### src/lzwc_pkg.sv
// lzwc_pkg: shared constants and types of the LZW compressor.
// No dependencies; used by lzwc_hash, lzwc_out_fifo and lzw_compressor.

package lzwc_pkg;

   // Default geometry of the phrase dictionary
   localparam int CODE_BITS_DEF     = 12;
   localparam int TABLE_ENTRIES_DEF = 5021;

   // Stream field widths
   localparam int BYTE_W      = 8;
   localparam int CODE_WORD_W = 12;
   localparam int RSP_DATA_W  = 16;

   // Reserved codes
   localparam int EOS_CODE   = 256;
   localparam int FIRST_FREE = 257;

   // Result queue
   localparam int OUT_DEPTH = 4;
   localparam int OUT_PTR_W = 2;

   // One result beat
   typedef struct packed {
      logic                   final_code;
      logic [CODE_WORD_W-1:0] code_word;
   } rsp_beat_type;

endpackage

### src/lzwc_out_fifo.sv
// lzwc_out_fifo: small result queue between the dictionary engine and rsp port.
// Depends on lzwc_pkg.

module lzwc_out_fifo (
   input  logic                   clock,
   input  logic                   reset,
   input  logic                   push_valid,
   input  lzwc_pkg::rsp_beat_type push_beat,
   output logic                   push_room,
   output logic                   pop_valid,
   input  logic                   pop_ready,
   output lzwc_pkg::rsp_beat_type pop_beat
);

   lzwc_pkg::rsp_beat_type           slot_ff [lzwc_pkg::OUT_DEPTH];
   logic [lzwc_pkg::OUT_PTR_W-1:0]   wr_ptr_ff, wr_ptr_in;
   logic [lzwc_pkg::OUT_PTR_W-1:0]   rd_ptr_ff, rd_ptr_in;
   logic [lzwc_pkg::OUT_PTR_W:0]     count_ff, count_in;
   logic                             pop;

   assign push_room = (count_ff != (lzwc_pkg::OUT_PTR_W + 1)'(lzwc_pkg::OUT_DEPTH));
   assign pop_valid = (count_ff != '0);
   assign pop       = pop_valid & pop_ready;
   assign pop_beat  = slot_ff[rd_ptr_ff];

   // Pointer and fill count update
   always_comb begin
      wr_ptr_in = push_valid ? wr_ptr_ff + 1'b1 : wr_ptr_ff;
      rd_ptr_in = pop ? rd_ptr_ff + 1'b1 : rd_ptr_ff;
      count_in  = count_ff;
      if (push_valid && !pop) begin
         count_in = count_ff + 1'b1;
      end else if (!push_valid && pop) begin
         count_in = count_ff - 1'b1;
      end
   end

   always_ff @(posedge clock) begin
      if (push_valid) begin
         slot_ff[wr_ptr_ff] <= push_beat;
      end
      if (reset) begin
         wr_ptr_ff <= '0;
         rd_ptr_ff <= '0;
         count_ff  <= '0;
      end else begin
         wr_ptr_ff <= wr_ptr_in;
         rd_ptr_ff <= rd_ptr_in;
         count_ff  <= count_in;
      end
   end

endmodule

### config.mk
export PLATFORM = sky130hd
export DESIGN_NAME = lzwc_out_fifo
export DESIGN_NICKNAME = d
export VERILOG_FILES = /design/src/lzwc_pkg.sv /design/src/lzwc_out_fifo.sv
export SDC_FILE = /design/constraint.sdc
export NUM_CORES = 1
export LEC_CHECK = 0
export BUFFER_PORTS_ARGS = -buffer_cell sky130_fd_sc_hd__buf_2
export CAP_MARGIN = 30
export CORE_MARGIN = 2
export CORE_UTILIZATION = 56
export DETAILED_ROUTE_END_ITERATION = 16
export MAX_ROUTING_LAYER = met4
export PLACE_DENSITY = 0.85
export SLEW_MARGIN = 10
export SYNTH_ARGS = -nofsm -noshare
export SYNTH_HDL_FRONTEND = slang
export SYNTH_SLANG_ARGS = --single-unit
### constraint.sdc
create_clock -name clock -period 2.2 [get_ports clock]
set_input_delay 0.22 -clock clock [delete_from_list [all_inputs] [get_ports clock]]
set_output_delay 0.22 -clock clock [all_outputs]
set_load 0.02 [all_outputs]
* Yosys cells after proc, flatten, opt, wreduce, memory -nomap -nowiden *
Memory sizes are Yosys's and may differ from the RTL's. A register that Yosys moved wholly into a read port is not among the register bits.
Index checks and enable logic that the tools add are counted.

word-level totals
  memories kept = 1
  bits in writable memories = 52
  logic and storage cells = 22
  register bits = 7
  output and inout bits = 15
  bits of input ports = 17

memories
  name     depth  bits a word  read ports  clocked after memory_dff  write ports  line                 text
  slot_ff  4      13           1           1                         1            lzwc_out_fifo.sv:15  lzwc_pkg::rsp_beat_type slot_ff [lzwc_pkg::OUT_DEPTH];

operators by class
  reductions and logical operators = 6
  bitwise gates (word level) = 1
  multiplexer cells = 6
  eq/ne operators = 1
  add/subtract/negate cells = 4

operator list
  kind                                              count
  2-to-1 mux 3 bit                                  2
  adder 2 x 1 -> 2 bit, second input constant       2
  2-to-1 mux 2 bit                                  2
  adder 3 x 1 -> 3 bit, second input constant       1
  != test 3 bit, second input constant              1
  nonzero test 3 bit                                1
  subtractor 3 x 1 -> 3 bit, second input constant  1
  logical AND 1 bit                                 2
  logical NOT 1 bit                                 2
  2-to-1 mux 1 bit                                  2
  nonzero test 2 bit                                1
  AND 1 bit                                         1

* Depth between registers and ports, before layout *
Gate-level depths: netlist (run 1).

  word-level depth = 5
  mapped depth = 7
  depth with buffers taken out = 7

* Worst setup path before layout (run 1) *
OpenSTA, ideal clock, no wires.

  path type = register -> register
  start = register count_ff[1] (netlist bit)
  end = register count_ff[2] (netlist bit)
  data required time = 2.130 ns
  clock period less this slack = 1.905 ns
  path slack = 0.295 ns
  data arrival time = 1.834 ns
  path buffers = 0
  cell stages (with the launch flop) = 8
  library setup time = 0.070 ns
  path through = dfxtp_1 > o31ai_4 > ha_1 > inv_1 > fa_1 > xor2_1 > or3_1 > a21oi_1

on the way
  cells in the longest elaborated chain, start to end = 5
  elaborated cells between the ends (all ways) = 10
  classes of those cells = add/sub: 2; mux: 2; bitwise: 1; reduce/logical: 5

ends and longest elaborated chain
  element                                                            line                 text
  start: declaration                                                 lzwc_out_fifo.sv:18  logic [lzwc_pkg::OUT_PTR_W:0] count_ff, count_in;
  start signal: assignment                                           lzwc_out_fifo.sv:49  count_ff <= count_in;
  branches (longest 5 deep; another with subtractor 3 x 1 -> 3 bit)  n/a

Parallel ways; which one is timed is not known. The select of a mux whose other input is x is not followed.
A chain may end at the register's enable or synchronous reset.

* Worst setup path after layout (run 1) *
  start = register count_ff[0] (netlist bit)
  end = register count_ff[2] (netlist bit)

The elaborated chain is that of the path after synthesis.

==> flow_metrics.tcl, run 1 <==
set metrics [dict create \
    track_usage_pct 19.02 \
    fin_tns_setup_ns 0 \
    firstDrtPassIters 4 \
    initial_core_util_pct 58.37 \
    vias 1162 \
    htree_levels 3 \
    globalplace.congestion 0.6420 \
    n_fill_cell 257 \
    drive_gt1_share_pct 38.61 \
    status "finished clean" \
    drt_iter0_drc 75 \
    syn_nets 135 \
    relSlewSlack_pct 53.47 \
    required_ns 2.45 \
    rows 23 \
    startpoint "count_ff[0]" \
    cts_buffer_depth 2 \
    fin_nets 176 \
    io_pins 32 \
    skew_ns 0.005186 \
    async_reset_ff_share_pct 0 \
    arrival_ns 2.38 \
    syn_area_per_cell_um2 20.85 \
    hold_path_class "input pin to flip-flop" \
    coreArea_mm2 0.004000 \
    synth_top_flop_cell "edfxtp_1" \
    postCtsHoldBufs 0 \
    hold_viol 0 \
    root_buffer "clkbuf_8" \
    synthTopCellsByArea "edfxtp_1, mux4_2, dfxtp_1" \
    drv_slew 0 \
    ys_warn_count 0 \
    synth_edf_count 52 \
    post-synth-top-count-cell "edfxtp_1" \
    yosys.area.top_type_share_pct 66.88 \
    wirelength_um 3789 \
    synth.distinct_cells 21 \
    power_density_mw_per_mm2 1117 \
    dieArea_mm2 0.004702 \
    setup_violations 0 \
    seq_area_frac_synth_pct 74.60 \
    cp_max_fo 6 \
    dieHeight_um 68.57 \
    r2r_setup_slack_ns 0.08 \
    place_inst 191 \
    p_leak_nw 0.9610 \
    grt_pass1_vias 1186 \
    clock-sinks 61 \
    wl_per_cell_um 18.22 \
    drcViolationCount 0 \
    rr_endpoint "count_ff[2]" \
    drv_cap 0 \
    io_buffers 31 \
    clock.fmax_mhz 470.6 \
    synth_top_cell_by_area "edfxtp_1" \
    path_class "flip-flop to flip-flop" \
    reg2regPathDepth 7 \
    dp_hpwl_um 2491 \
    multi_input_area_um2 564.3 \
    ant_nets 0 \
    finalCritPeriodShare_pct 96.58 \
    antenna_found_initial 0 \
    viasPerCell 5.587 \
    grt_max_degree 14 \
    cts_tree "built" \
    worstMarginPinSlew_ns 0.6979 \
    clk_pin_slew_ns 0.07 \
    layout.cells.non_filler 208 \
    synth_seq_cells 61 \
    period_needed_ns 2.125 \
    ys_top_cells_by_count "edfxtp_1, mux4_2, dfxtp_1" \
    die_w_um 68.57 \
    cts_made_buffers 9 \
    globalRouteOverflowTotal 0 \
    grt_pass1_wl_um 5727 \
    diodes 0 \
    area_growth_pct 16.72 \
    regArea_mm2 0.001742 \
    syn_area_mm2 0.002335 \
    worstSetupEndpointType "flip-flop" \
    holdPathStages 1 \
    vdd_ir_drop_max_uv 726.3 \
    startpoint_type "flip-flop" \
    pre_cts_ws_ns 0.04631 \
    hold_start "push_beat[3]" \
    r2r_start "count_ff[0]" \
    hold_end "slot_ff[1][3]" \
    synthCells 112 \
    timing.final.ws_setup_ns 0.07522 \
    clock_latency_ns 0.33 \
]
placed cells by master, fill, tap and decap left out, types with 2 or more instances in the layout:
| cell | count |
|---|---|
| edfxtp_1 | 52 |
| buf_2 | 31 |
| mux4_2 | 10 |
| dfxtp_1 | 9 |
| clkbuf_8 | 9 |
| nor2_1 | 8 |
| clkinvlp_4 | 5 |
| and2_1 | 4 |
| xor2_1 | 4 |
| ha_1 | 4 |
| inv_1 | 3 |
| mux4_1 | 3 |
| or3_1 | 2 |
| mux2i_1 | 2 |
| buf_4 | 2 |
timing repair:
action,CTS,global route
buffers inserted,0,1
resized for setup,0,1
endpoints found under the setup margin,0,1
worst max path at each step:
stage / end / slack [ns] / cells after the start
floorplan: count_ff[2] / 0.30 / 7
global placement: count_ff[2] / 0.27 / 7
detailed placement: count_ff[2] / 0.05 / 7
CTS: count_ff[2] / 0.02 / 7
global route: count_ff[2] / -0.01 / 7
finish: count_ff[2] / 0.08 / 7
routing by layer:
layer	GRT usage, %	routed length [um]	up-vias
met4	11.25	94	0
met1	22.17	1528	579
li1	-	-	525
met2	29.93	1934	47
met5	-	0	-
met3	4.870	231	11
metrics by stage:
| stage | hold slack (ns) | power, mW | cell area, um^2 | util, % |
|---|---|---|---|---|
| after floorplan | 0.3189 | 1.997 | 2335 | - |
| after global placement | 0.4305 | 2.168 | 2540 | 63.50 |
| after detailed placement | 0.4385 | 2.211 | 2540 | 63.50 |
| after CTS | 0.08677 | 3.056 | 2715 | 67.88 |
| after global routing | 0.08784 | 3.203 | 2725 | 68.13 |
| final | 0.09918 | 3.045 | 2725 | 68.13 |
power breakdown:
| group | internal [mW] | switching [mW] | total [mW] | leakage, nW |
|---|---|---|---|---|
| Combinational | 0.350 | 0.404 | 0.754 | 0.335 |
| Clock | 0.408 | 0.446 | 0.854 | 0.0739 |
| Sequential | 1.35 | 0.0857 | 1.44 | 0.552 |
| Total | 2.11 | 0.936 | 3.04 | 0.961 |
worst max-delay path, cell delays in order (launching register included):
cell and delay, ns:
dfxtp_1 0.40, o31ai_4 0.29, ha_2 0.25, inv_1 0.06
fa_1 0.37, xor2_1 0.19, or3_1 0.31, a21oi_1 0.18
state kept, by name, summed over array words and instances (netlist names), named ones only:
signal,cells
count_ff,3
rd_ptr_ff,2
slot_ff,52
wr_ptr_ff,2
kinds of logic after synthesis:
logic type	count (synthesis)	synth area share, %
multiplexers	15	13.88
adder cells (fa/ha/maj)	6	3.537
buffers and inverters	6	1.339
flip-flops	61	74.60
AND/OR/NAND/NOR	15	3.054
XOR/XNOR	5	1.876
AO/OA/AOI/OAI	4	1.715
area by class of cell:
cell class | count | area share (%)
sequential | 61 | 63.91
multi-input combinational | 45 | 20.71
timing repair buffer | 33 | 6.244
clock buffer | 9 | 4.545
tap | 50 | 2.296
clock inverter | 7 | 1.882
inverter | 3 | 0.4132
No activity file was read; power rests on OpenSTA's default activity.
==> run 2, diff against run 1 <==
==> constraint.sdc (replaced) <==
create_clock -name clock -period 2.2 [get_ports clock]
set_input_delay 0.11 -clock clock [delete_from_list [all_inputs] [get_ports clock]]
set_output_delay 0.11 -clock clock [all_outputs]
set_load 0.02 [all_outputs]
==> run 2 against run 1 <==
Routed wire length increased by 2.1%. Core utilization increased by 3.9 points. Maximum frequency increased by 2.4%. Sequential share of layout area decreased by 3.5 points. Worst setup slack improved by 0.049 ns. Largest cell class unchanged. Highest routed layer unchanged.
==> flow_metrics.tcl, run 2 (same netlist as run 1, synthesis figures left out) <==
set metrics [dict create \
    path_class "flip-flop to flip-flop" \
    skew_ns 0.005995 \
    rows 23 \
    power_density_mw_per_mm2 1134 \
    vias 1183 \
    multi_input_area_um2 561.8 \
    clock-sinks 61 \
    design_area_mm2 0.002883 \
    hold_viol 0 \
    reg_top3 "slot_ff (52), count_ff (3)" \
    clock.fmax_mhz 481.8 \
    relSlewSlack_pct 52.81 \
    coreArea_mm2 0.004000 \
    cp_max_fo 6 \
    io_pins 32 \
    io_buffers 31 \
    grt_pass1_vias 1256 \
    largest_reg_flops 52 \
    grt_max_degree 14 \
    rsz0062_at_grt "false" \
    firstDrtPassIters 5 \
    drcViolationCount 0 \
    worstMarginPinSlew_ns 0.7078 \
    clock_latency_ns 0.33 \
    hold_path_class "input pin to flip-flop" \
    viasPerCell 5.402 \
    die_w_um 68.57 \
    vdd_ir_drop_max_uv 619.9 \
    required_ns 2.46 \
    ant_nets 0 \
    htree_levels 3 \
    cts_buffer_depth 2 \
    drv_cap 0 \
    cts_made_buffers 9 \
    globalRouteOverflowTotal 0 \
    track_usage_pct 19.86 \
    grt_pass1_wl_um 5989 \
    drive_gt1_share_pct 34.91 \
    root_buffer "clkbuf_8" \
    placed_cell_area_mm2 0.002540 \
    p_leak_nw 1.044 \
    status "finished clean" \
    drv_slew 0 \
    fin_nets 187 \
    n_fill_cell 248 \
    final_common_cell "edfxtp_1" \
    worstSetupEndpointType "flip-flop" \
    wirelength_um 3870 \
    regArea_mm2 0.001742 \
    finalCritPeriodShare_pct 94.33 \
    wl_per_cell_um 17.67 \
    cts_tree "built" \
    layout_common_cells "edfxtp_1, buf_2, dlygate4sd3_1" \
    period_needed_ns 2.075 \
    clk_pin_slew_ns 0.07 \
    initial_core_util_pct 58.37 \
    arrival_ns 2.34 \
    dieHeight_um 68.57 \
    top_register "slot_ff" \
    setup_violations 0 \
    drt_iter0_drc 78 \
    area_growth_pct 23.47 \
    globalplace.congestion 0.6452 \
    startpoint_type "flip-flop" \
    dieArea_mm2 0.004702 \
    fin_tns_setup_ns 0 \
    antenna_found_initial 0 \
    diodes 0 \
    dp_hpwl_um 2563 \
]
run 2: cell types whose count changed in the layout (fill, tap and decap cells not counted), sizes merged:
cell | before | now
clkinvlp | 5 | 1
clkinv | 1 | 3
dlygate4sd3 | 0 | 12
bufinv | 0 | 2
buf | 33 | 32
run 2: timing repair:
| item | CTS | global route |
|---|---|---|
| gates resized for setup | 0 | 0 |
| buffers inserted | 0 | 0 |
| setup endpoints to repair | 0 | 0 |
| endpoints found under the hold margin | 48 | 0 |
| hold buffers | 12 | 0 |
run 2: metal layers:
layer / track usage, % / up-vias / routed length [um]
met2: 33.29 / 27 / 2112
met3: 4.383 / 9 / 137
met5: - / - / 0
met1: 21.94 / 599 / 1543
met4: 11.25 / 0 / 76
li1: - / 548 / -
run 2: report_power, final:
part | switching [mW] | leakage, nW | total, mW | internal [mW]
Clock | 0.440 | 0.110 | 1.08 | 0.643
Sequential | 0.0817 | 0.552 | 1.43 | 1.35
Combinational | 0.401 | 0.382 | 0.755 | 0.354
run 2: worst max-delay path: stages, from the launching register on:
cell	delay, ns
dfxtp_1	0.38
o31ai_4	0.30
ha_1	0.24
inv_1	0.08
fa_1	0.37
xor2_1	0.18
or3_1	0.31
a21oi_1	0.14
run 2: cell type report:
cell class / count / area share, %
inverters: 3 / 0.3906
repair buffers: 44 / 9.809
well taps: 50 / 2.170
flip-flops and latches: 61 / 60.42
clock buffers: 9 / 4.297
clock inverters: 7 / 3.429
multi-input cells: 45 / 19.49
run 2: path summary, 6_finish.rpt:
path,depth (start not counted),slack (ns),endpoint,start
hold / removal,1,0.03,slot_ff[2][10],push_beat[10]
setup reg to reg,7,0.12,count_ff[2],count_ff[1]
setup / recovery,7,0.12,count_ff[2],count_ff[1]
hold reg to reg,2,0.54,rd_ptr_ff[1],rd_ptr_ff[1]
run 2: through the flow:
stage | util [%] | hold WS, ns | setup WS [ns] | cells | total power [mW]
floorplan | - | 0.2089 | 0.2954 | 112 | 1.997
global placement | 63.50 | 0.3205 | 0.2680 | 191 | 2.168
detailed placement | 63.50 | 0.3293 | 0.1533 | 191 | 2.210
CTS | 72.07 | 0.001331 | 0.1300 | 219 | 3.302
global route | 72.07 | 0.01373 | 0.02284 | 219 | 3.422
finish | 72.07 | 0.02677 | 0.1246 | 219 | 3.270
