File: src/lzwc_pkg.sv
// lzwc_pkg: shared constants and types of the LZW compressor.
// No dependencies; used by lzwc_hash, lzwc_out_fifo and lzw_compressor.

package lzwc_pkg;

   // Default geometry of the phrase dictionary
   localparam int CODE_BITS_DEF     = 12;
   localparam int TABLE_ENTRIES_DEF = 5021;

   // Stream field widths
   localparam int BYTE_W      = 8;
   localparam int CODE_WORD_W = 12;
   localparam int RSP_DATA_W  = 16;

   // Reserved codes
   localparam int EOS_CODE   = 256;
   localparam int FIRST_FREE = 257;

   // Result queue
   localparam int OUT_DEPTH = 4;
   localparam int OUT_PTR_W = 2;

   // One result beat
   typedef struct packed {
      logic                   final_code;
      logic [CODE_WORD_W-1:0] code_word;
   } rsp_beat_type;

endpackage

File: src/lzwc_hash.sv
// lzwc_hash: home slot and probe step for a (prefix, byte) pair.
// Depends on lzwc_pkg.

module lzwc_hash #(
   parameter int CODE_BITS     = lzwc_pkg::CODE_BITS_DEF,
   parameter int TABLE_ENTRIES = lzwc_pkg::TABLE_ENTRIES_DEF
) (
   input  logic [CODE_BITS-1:0]             prefix,
   input  logic [lzwc_pkg::BYTE_W-1:0]      data_byte,
   output logic [$clog2(TABLE_ENTRIES)-1:0] home_slot,
   output logic [$clog2(TABLE_ENTRIES)-1:0] probe_step
);

   localparam int IDX_W = $clog2(TABLE_ENTRIES);
   // compare-subtract steps needed to bring a CODE_BITS value below the table size
   localparam int RED_STEPS = ((2 ** CODE_BITS) > TABLE_ENTRIES) ?
                              $clog2(((2 ** CODE_BITS) - 1) / TABLE_ENTRIES + 1) : 0;

   logic [CODE_BITS-1:0] mix;
   logic [CODE_BITS-1:0] rem;
   logic [CODE_BITS:0]   sub;

   // byte shifted up into the top of the code, folded with the prefix
   assign mix = {data_byte, {(CODE_BITS - lzwc_pkg::BYTE_W){1'b0}}} ^ prefix;

   // Reduce modulo the table size by restoring compare-subtract
   always_comb begin
      rem = mix;
      sub = '0;
      for (int k = RED_STEPS - 1; k >= 0; k--) begin
         sub = (CODE_BITS + 1)'(TABLE_ENTRIES) << k;
         if ({1'b0, rem} >= sub) begin
            rem = rem - sub[CODE_BITS-1:0];
         end
      end
   end

   assign home_slot = IDX_W'(rem);

   // Step backwards: table size minus home, or 1 at slot zero
   assign probe_step = (home_slot == '0) ? IDX_W'(1) :
                       IDX_W'((IDX_W + 1)'(TABLE_ENTRIES) - {1'b0, home_slot});

endmodule

File: config.mk
export PLATFORM = sky130hd
export DESIGN_NAME = lzwc_hash
export DESIGN_NICKNAME = d
export VERILOG_FILES = /design/src/lzwc_pkg.sv /design/src/lzwc_hash.sv
export SDC_FILE = /design/constraint.sdc
export NUM_CORES = 1
export LEC_CHECK = 0
export CELL_PAD_IN_SITES_DETAIL_PLACEMENT = 1
export CELL_PAD_IN_SITES_GLOBAL_PLACEMENT = 1
export CORE_AREA = 2 2 39 41
export DETAILED_ROUTE_END_ITERATION = 6
export DIE_AREA = 0 0 41 43
export DONT_BUFFER_PORTS = 1
export PLACE_DENSITY = 0.64
export SLEW_MARGIN = 20
export SYNTH_ARGS = -nofsm -noshare
export SYNTH_HDL_FRONTEND = slang
export SYNTH_SLANG_ARGS = --single-unit
export TNS_END_PERCENT = 30
File: constraint.sdc
create_clock -name vclk -period 3.1
set_input_delay 0.93 -clock vclk [all_inputs]
set_output_delay 0.93 -clock vclk [all_outputs]
set_load 0.01 [all_outputs]
== Word level (Yosys, flattened, before mapping) ==
Cells that the tools add are included.

* Multiplexer cells: 1
* Reductions and logical operators: 1
* Bitwise logic cells: 1
* $add $sub $neg: 1

{| class="wikitable"
|+ Operator list
! cell !! number
|-
| logical NOT 13 bit || 1
|-
| 2-to-1 mux 13 bit || 1
|-
| subtractor 13 x 12 -> 13 bit, first input constant || 1
|-
| XOR 12 bit || 1
|}

* Logic and storage cells: 4
* Register bits: 0
* Input bits: 20

== Depth between registers and ports, before layout ==
Gate-level depths: netlist of run 1.

* Word-level depth: 3
* Mapped depth: 5
* Mapped depth without buffers: 5

== Worst setup path before layout of run 1 ==
OpenSTA, ideal clock, no wires.

* Path kind: input to output
* Start: input port prefix[4]
* End: output port probe_step[12]
* Path slack: -54 ps
* Stages on the path: 5
* Path buffers: 0
* Data arrival time: 2224 ps
* Data required time: 2170 ps
* Cell sequence: xnor2_1 inv_1 or4_4 nor3_4 nor4b_1

* Word-level cells in the longest chain between the ends: 3

{| class="wikitable"
|+ Ends and longest elaborated chain
! item !! RTL line !! RTL
|-
| start, declared || lzwc_hash.sv:8 || <nowiki>input logic [CODE_BITS-1:0] prefix,</nowiki>
|-
| XOR 12 bit (*) || lzwc_hash.sv:24 || <nowiki>assign mix = {data_byte, {(CODE_BITS - lzwc_pkg::BYTE_W){1'b0}}} ^ prefix;</nowiki>
|-
| net home_slot[4] || lzwc_hash.sv:10 || <nowiki>output logic [$clog2(TABLE_ENTRIES)-1:0] home_slot,</nowiki>
|-
| subtractor 13 x 12 -> 13 bit or logical NOT 13 bit (tied branches) || lzwc_hash.sv:42, lzwc_hash.sv:41 ||
|-
| 2-to-1 mux 13 bit (*) || lzwc_hash.sv:41 || <nowiki>assign probe_step = (home_slot == '0) ? IDX_W'(1) :</nowiki>
|-
| end, declared || lzwc_hash.sv:11 || <nowiki>output logic [$clog2(TABLE_ENTRIES)-1:0] probe_step</nowiki>
|}

The timed path passes the listed nets; every way through them passes the cells marked *.

== Final worst setup path of run 1 ==
* Start: input port prefix[3]
* End: output port probe_step[12]

* Word-level cells in the longest chain between the ends: 3

{| class="wikitable"
|+ Ends and longest elaborated chain
! item !! RTL line
|-
| XOR 12 bit (*) || lzwc_hash.sv:24
|-
| subtractor 13 x 12 -> 13 bit or logical NOT 13 bit (tied branches) || lzwc_hash.sv:42, lzwc_hash.sv:41
|-
| 2-to-1 mux 13 bit (*) || lzwc_hash.sv:41
|}

Every way passes the cells marked *; elsewhere a longest branch is shown, timed or not.

==> out/qor.yml, run 1 <==
critical_path:
  cpPeakStageDelay_ps: 500
  cp_common_cell: "or4_4"
  worstPathArrival_ps: 2290
  worstSetupEndpointType: "primary output"
  cp_cell_sequence: "or4_4 > or4_4 > nor3_4 > nor4b_1 > buf_4"
  critPathSlowestCell: "or4_4"
  startpoint: "prefix[3]"
  start_kind: "input port"
  path_delay_family: "simple AND/OR/NAND/NOR gates"
  crit_fanout: 5
  cp.depth: 5
  cp_num_buf_inv: 1
  crit_required_ps: 2170
  critPathKind: "in -> out"
sta:
  max_freq_mhz: 310.1
  finalSetupViolCount: 6
  fin_ws_ps: -124.3
  fin_crit_sh_pct: 104.0
  final_max_slew_viol_count: 0
  rsz0062_at_grt: "yes"
  fin_crit_ps: 3224
  hold_violations: 0
synthesis:
  syn_nets: 78
  syn_area_um2: 375.4
  syn_inst: 57
  ys_seq_area_share_pct: 0
  syn_avg_cell_area_um2: 6.585
  ys_warn_count: 0
  yosys.cell_types.count: 23
detailed_routing:
  viasPerCell: 5.333
  drt-total-wl_mm: 1.040
  wl_met1_um: 409
  first_pass_iters: 2
  wl_met2_um: 562
  wl_per_cell_um: 13.33
  highest_layer: "met3"
  final_antenna_net_count: 0
  drt-initial-drc-count: 3
  route.met3.wl_um: 68
  via_count: 416
  drc: 0
pwr:
  irDropWorstVdd_uv: 83.24
  power.leakage_nw: 0.1965
  p_per_area_nw_per_um2: 242.2
floorplanning:
  die_h_um: 43
  die_w_um: 41
  start_util_pct: 27.12
  die_area_um2: 1763
  coreArea_um2: 1384
  placement_rows: 14
  io_pins: 46
placement:
  dpl.cell_count: 78
  dp_slack_ps: -115.4
  portBuffers: 0
  gp_congestion: 0.7179
  hpwl_um: 910
flow_run:
  maxCapViolCount: 0
final_layout:
  nFlopsAndLatches: 0
  fin_nets: 85
  area_growth_pct: 26.00
  instances_no_fill: 78
  ff_latch_area_um2: 0
  drive_gt1_share_pct: 33.87
  antenna_cells: 0
  clock_buffers: 0
worst_hold_path:
  worstHoldPathType: "in -> out"
  min_to: "home_slot[2]"
  whs_path_depth: 0
  min_from: "prefix[2]"
status:
  outcome: "complete, but fails checks"
  failed_checks: "negative setup slack"
global_routing:
  grt_pass1_vias: 409
  grt_max_degree: 6
  overflow: 0
  grt_pass1_wl_mm: 1.600
  grt_util_all_layers_pct: 12.11
  antenna_found_initial: 0
clocking:
  post_cts_buffers: 0
  cts_hold_buffers: 0
-- placed cells by master, fill, tap and decap left out --
cell	netlist	final
nor2_1	5	2
buf_4	5	10
conb_1	1	1
xnor2_1	12	11
a21oi_1	3	2
or4_4	1	2
o2bb2ai_1	1	1
ha_1	1	1
nor4b_1	1	1
inv_1	7	7
buf_6	0	1
nand3_1	2	2
xnor2_2	0	1
o21ai_0	1	1
nor2_2	0	2
nor3_2	0	1
a31oi_1	1	1
nor2_4	0	1
nand4_1	1	1
a21oi_2	0	1
and3_1	1	1
nand2_1	2	2
o211ai_1	2	2
nor3_4	1	1
or2_2	1	1
xor2_1	2	2
nor3_1	4	3
-- logic make-up (layout without fill, tap and decap cells) --
logic type	Yosys count	count (layout)	share of synthesized area [%]
other cells	1	1	0.9990
fa+ha+maj	1	1	3.333
compound gates	8	8	13.33
simple gates	20	20	31.67
buf+inv	13	18	18.00
xor+xnor	14	14	32.67
-- area by class of cell --
class                      count  area [um2]
fill                         188       910.9
multi-input combinational     44       340.3
timing repair buffer          11       86.33
inverter                       7       26.28
tap                           16       20.02
-- layer usage --
metal / track usage, % / up-vias
met4: 0 / 0
met5: 0 / -
met3: 0.5236 / 0
met1: 15.61 / 201
met2: 22.19 / 19
li1: - / 196
-- report_power, final --
part | switching (mW) | internal [mW]
combinational | 0.0668 | 0.0477
sequential | 0 | 0
clock | 0 | 0
total | 0.0668 | 0.0477
-- through the flow --
stage / setup TNS [ps] / utilization (%) / total power [mW] / hold WS, ps / cell area, um2
floorplan: -1.986 / - / 0.08504 / 1904 / 382.9
global placement: -502.4 / 32.10 / 0.1091 / 1860 / 444.2
detailed placement: -668.1 / 32.10 / 0.1095 / 1860 / 444.2
CTS: -693.4 / 32.10 / 0.1101 / 1860 / 444.2
global route: -892.7 / 34.18 / 0.1265 / 1860 / 473.0
finish: -540.7 / 34.18 / 0.1146 / 1860 / 473.0
-- worst max path at each step --
stage                     endpoint  slack [ps]
floorplan           probe_step[12]          -2
finish              probe_step[12]        -120
CTS                  probe_step[7]        -120
global route        probe_step[12]        -180
detailed placement   probe_step[7]        -120
global placement     probe_step[8]         -90
-- cell usage after synthesis --
library cell,number,area (um2)
a31oi_1,1,6.260
or2_2,1,6.260
o21ai_0,1,5.000
nand3_1,2,10.01
nor3_4,1,16.27
or4_4,1,11.26
o2bb2ai_1,1,8.760
xnor2_1,12,105.1
and3_1,1,6.260
nand2_1,2,7.510
conb_1,1,3.750
or4_1,1,7.510
clkbuf_1,1,3.750
buf_4,5,37.54
nor3_1,4,20.02
ha_1,1,12.51
nor2_1,5,18.77
nor4b_1,1,8.760
o211ai_1,2,15.01
a21oi_1,3,15.01
nand4_1,1,6.260
xor2_1,2,17.52
inv_1,7,26.28
-- timing repair --
action	CTS	global route
resized for setup	0	8
gates cloned	0	0
pin swaps	0	1
endpoints found under the setup margin	7	7
No activity file was read; power rests on OpenSTA's default activity.
==> inputs of run 2 (changes only) <==
ABC_AREA = 1   (was not set)
ABC_CLOCK_PERIOD_IN_PS = 3100   (was not set)
CORE_AREA = not set   (was 2 2 39 41)
CORE_UTILIZATION = 30   (was not set)
DIE_AREA = not set   (was 0 0 41 43)
PLACE_DENSITY = 0.69   (was 0.64)
TNS_END_PERCENT = not set   (was 30)
==> run 2 against run 1 <==
Synthesized area increased by 45%. Sequential share of layout area unchanged. Critical path depth is 2 higher. Non-clock buffer count down 11. Die area increased by 13%. Global-route usage increased by 0.48 points. Sequential cell count stayed put. Fmax is 19% higher. First-iteration DRC count down 67%. Synthesized cell count increased by 100%. Largest power group unchanged. The run now ends clean. Setup slack improved by 520 ps.
==> out/qor.yml, run 2 <==
status:
  outcome: "complete, no violations"  # was complete, but fails checks
clocking:
  cts_resized: 0  # unchanged
  post_cts_buffers: 0  # unchanged
  cts_hold_buffers: 0  # unchanged
synthesis:
  syn_nets: 136  # was 78
  syn_area_um2: 544.3  # was 375.4 um2
  ys_seq_area_share_pct: 0  # unchanged
  syn_inst: 115  # was 57
  synthTopCellsByArea: "nand2_1 (35%), inv_1 (14%), buf_4 (6.9%), nor2_2 (6.9%), nor2_1 (5.5%)"  # was xnor2_1 (28%), buf_4 (10%), inv_1 (7.0%), nor3_1 (5.3%), nor2_1 (5.0%)
  synth_common_cells: "nand2_1 (51), inv_1 (21), nor2_1 (8)"  # was xnor2_1 (12), inv_1 (7), buf_4 (5), nor2_1 (5), nor3_1 (4)
  yosys.cell_types.count: 18  # was 23
  syn_avg_cell_area_um2: 4.733  # was 6.585 um2
  synth_top_area_share_pct: 35.17  # was 28.00%
  synth_top_cell_by_area: "nand2_1"  # was xnor2_1
  synth.most_common_cell: "nand2_1"  # was xnor2_1
  ys_warn_count: 0  # unchanged
detailed_routing:
  wl_per_cell_um: 10.02  # was 13.33 um
  drc: 0  # unchanged
  drt-total-wl_mm: 1.343  # was 1.040 mm
  final_antenna_net_count: 0  # unchanged
  viasPerCell: 4.507  # was 5.333
  first_pass_iters: 2  # unchanged
  drt-initial-drc-count: 1  # was 3
  via_count: 604  # was 416
floorplanning:
  io_pins: 46  # unchanged
  die_area_um2: 1989  # was 1763 um2
  start_util_pct: 31.87  # was 27.12%
  coreArea_um2: 1708  # was 1384 um2
  placement_rows: 15  # was 14
  die_h_um: 44.60  # was 43 um
  die_w_um: 44.60  # was 41 um
sta:
  hold_violations: 0  # unchanged
  finalSetupViolCount: 0  # was 6
  max_freq_mhz: 370.4  # was 310.1 MHz
  final_max_slew_viol_count: 0  # unchanged
  fin_crit_ps: 2700  # was 3224 ps
  rsz0062_at_grt: "no"  # was yes
  fin_setup_tns_ps: 0  # was -540.7 ps
  fin_crit_sh_pct: 87.09  # was 104.0%
final_layout:
  antenna_cells: 0  # unchanged
  drive_gt1_share_pct: 12.84  # was 33.87%
  clock_buffers: 0  # unchanged
  design_area_um2: 534.3  # was 473.0 um2
  nFlopsAndLatches: 0  # unchanged
  ff_latch_area_um2: 0  # unchanged
  layout_common_cells: "nand2_1 (51), inv_1 (21), nor2_1 (8)"  # was xnor2_1 (11), buf_4 (10), inv_1 (7)
  nFillCells: 254  # was 188
  fin_nets: 132  # was 85
  final_common_cell: "nand2_1"  # was xnor2_1
  final_core_util_pct: 31.28  # was 34.18%
  area_growth_pct: -1.839  # was 26.00%
pwr:
  p_sw_share_pct: 69.29  # was 58.35%
  p_clk_share_pct: 0  # about the same
  power.share.combinational_pct: 100.0  # about the same
  seqPwrFrac_pct: 0  # about the same
  p_per_area_nw_per_um2: 165.0  # was 242.2 nW/um2
  p_int_uw: 27.07  # was 47.71 uW
  irDropWorstVdd_uv: 43.40  # was 83.24 uV
  netSwitchingPower_uw: 61.09  # was 66.85 uW
  power.leakage_nw: 0.3516  # was 0.1965 nW
global_routing:
  antenna_found_initial: 0  # unchanged
  grt_util_all_layers_pct: 12.59  # was 12.11%
  grt_pass1_wl_mm: 2.007  # was 1.600 mm
  grt_pass1_vias: 557  # was 409
  grt_max_degree: 6  # unchanged
  overflow: 0  # unchanged
critical_path:
  crit_fanout: 4  # was 5
  crit_required_ps: 2170  # about the same
  worstPathArrival_ps: 1770  # was 2290 ps
  critPathKind: "in -> out"  # unchanged
  start_kind: "input port"  # unchanged
  worstSetupEndpointType: "primary output"  # unchanged
worst_hold_path:
  worstHoldPathType: "in -> out"  # unchanged
flow_run:
  maxCapViolCount: 0  # unchanged
placement:
  portBuffers: 0  # unchanged
  place_area_um2: 534.3  # was 444.2 um2
  hpwl_mm: 1.261  # was 910 um
  gp_congestion: 0.7825  # was 0.7179
run 2: worst paths after layout:
check	from	endpoint	slack [ps]	depth (start not counted)
max	prefix[1]	probe_step[11]	400	7
min	prefix[1]	probe_step[1]	1860	0
run 2: power groups by stage:
stage	logic [mW]	registers, mW	clock network [mW]
final	0.0882	0	0
after floorplan	0.0834	0	0
after global routing	0.0998	0	0
after CTS	0.0896	0	0
after global placement	0.0859	0	0
after detailed placement	0.0894	0	0
run 2: area by class of cell:
cell class / instances / area [um2] / area share (%)
Multi-Input combinational cell: 86 / 416.7 / 77.99
Inverter: 23 / 86.33 / 16.16
Tap cell: 25 / 31.28 / 5.855
run 2: per-layer routing:
metal	GRT usage, %	up-vias	wire length [um]
li1	-	314	-
met5	0	-	0
met4	0	0	0
met2	26.47	24	725
met1	14.25	266	521
met3	0.8163	0	95
run 2: through the flow:
stage	instances	total power, mW	setup slack [ps]	hold slack [ps]
floorplan	115	0.08337	519.8	1911
global placement	134	0.08591	435.5	1860
detailed placement	134	0.08942	407.9	1860
CTS	134	0.08960	398.8	1860
global route	134	0.09978	294.7	1860
finish	134	0.08817	400.3	1860
run 2: critical path, cell delays in order:
cell and delay, ps:
ha_1 160, nand4_1 190, nand2_1 190, nand2_1 90, nand2_1 70, nand2_1 50
nand2_1 100
run 2: kinds of logic after synthesis:
group                      count (synthesis)  share of synthesized area [%]
AOI/OAI and AO/OA                          2                          1.839
other                                      1                         0.6890
buffers and inverters                     29                          23.45
adders and majority gates                  1                          2.298
xor gates and xnor gates                   6                          11.04
and+or+nand+nor                           76                          60.69
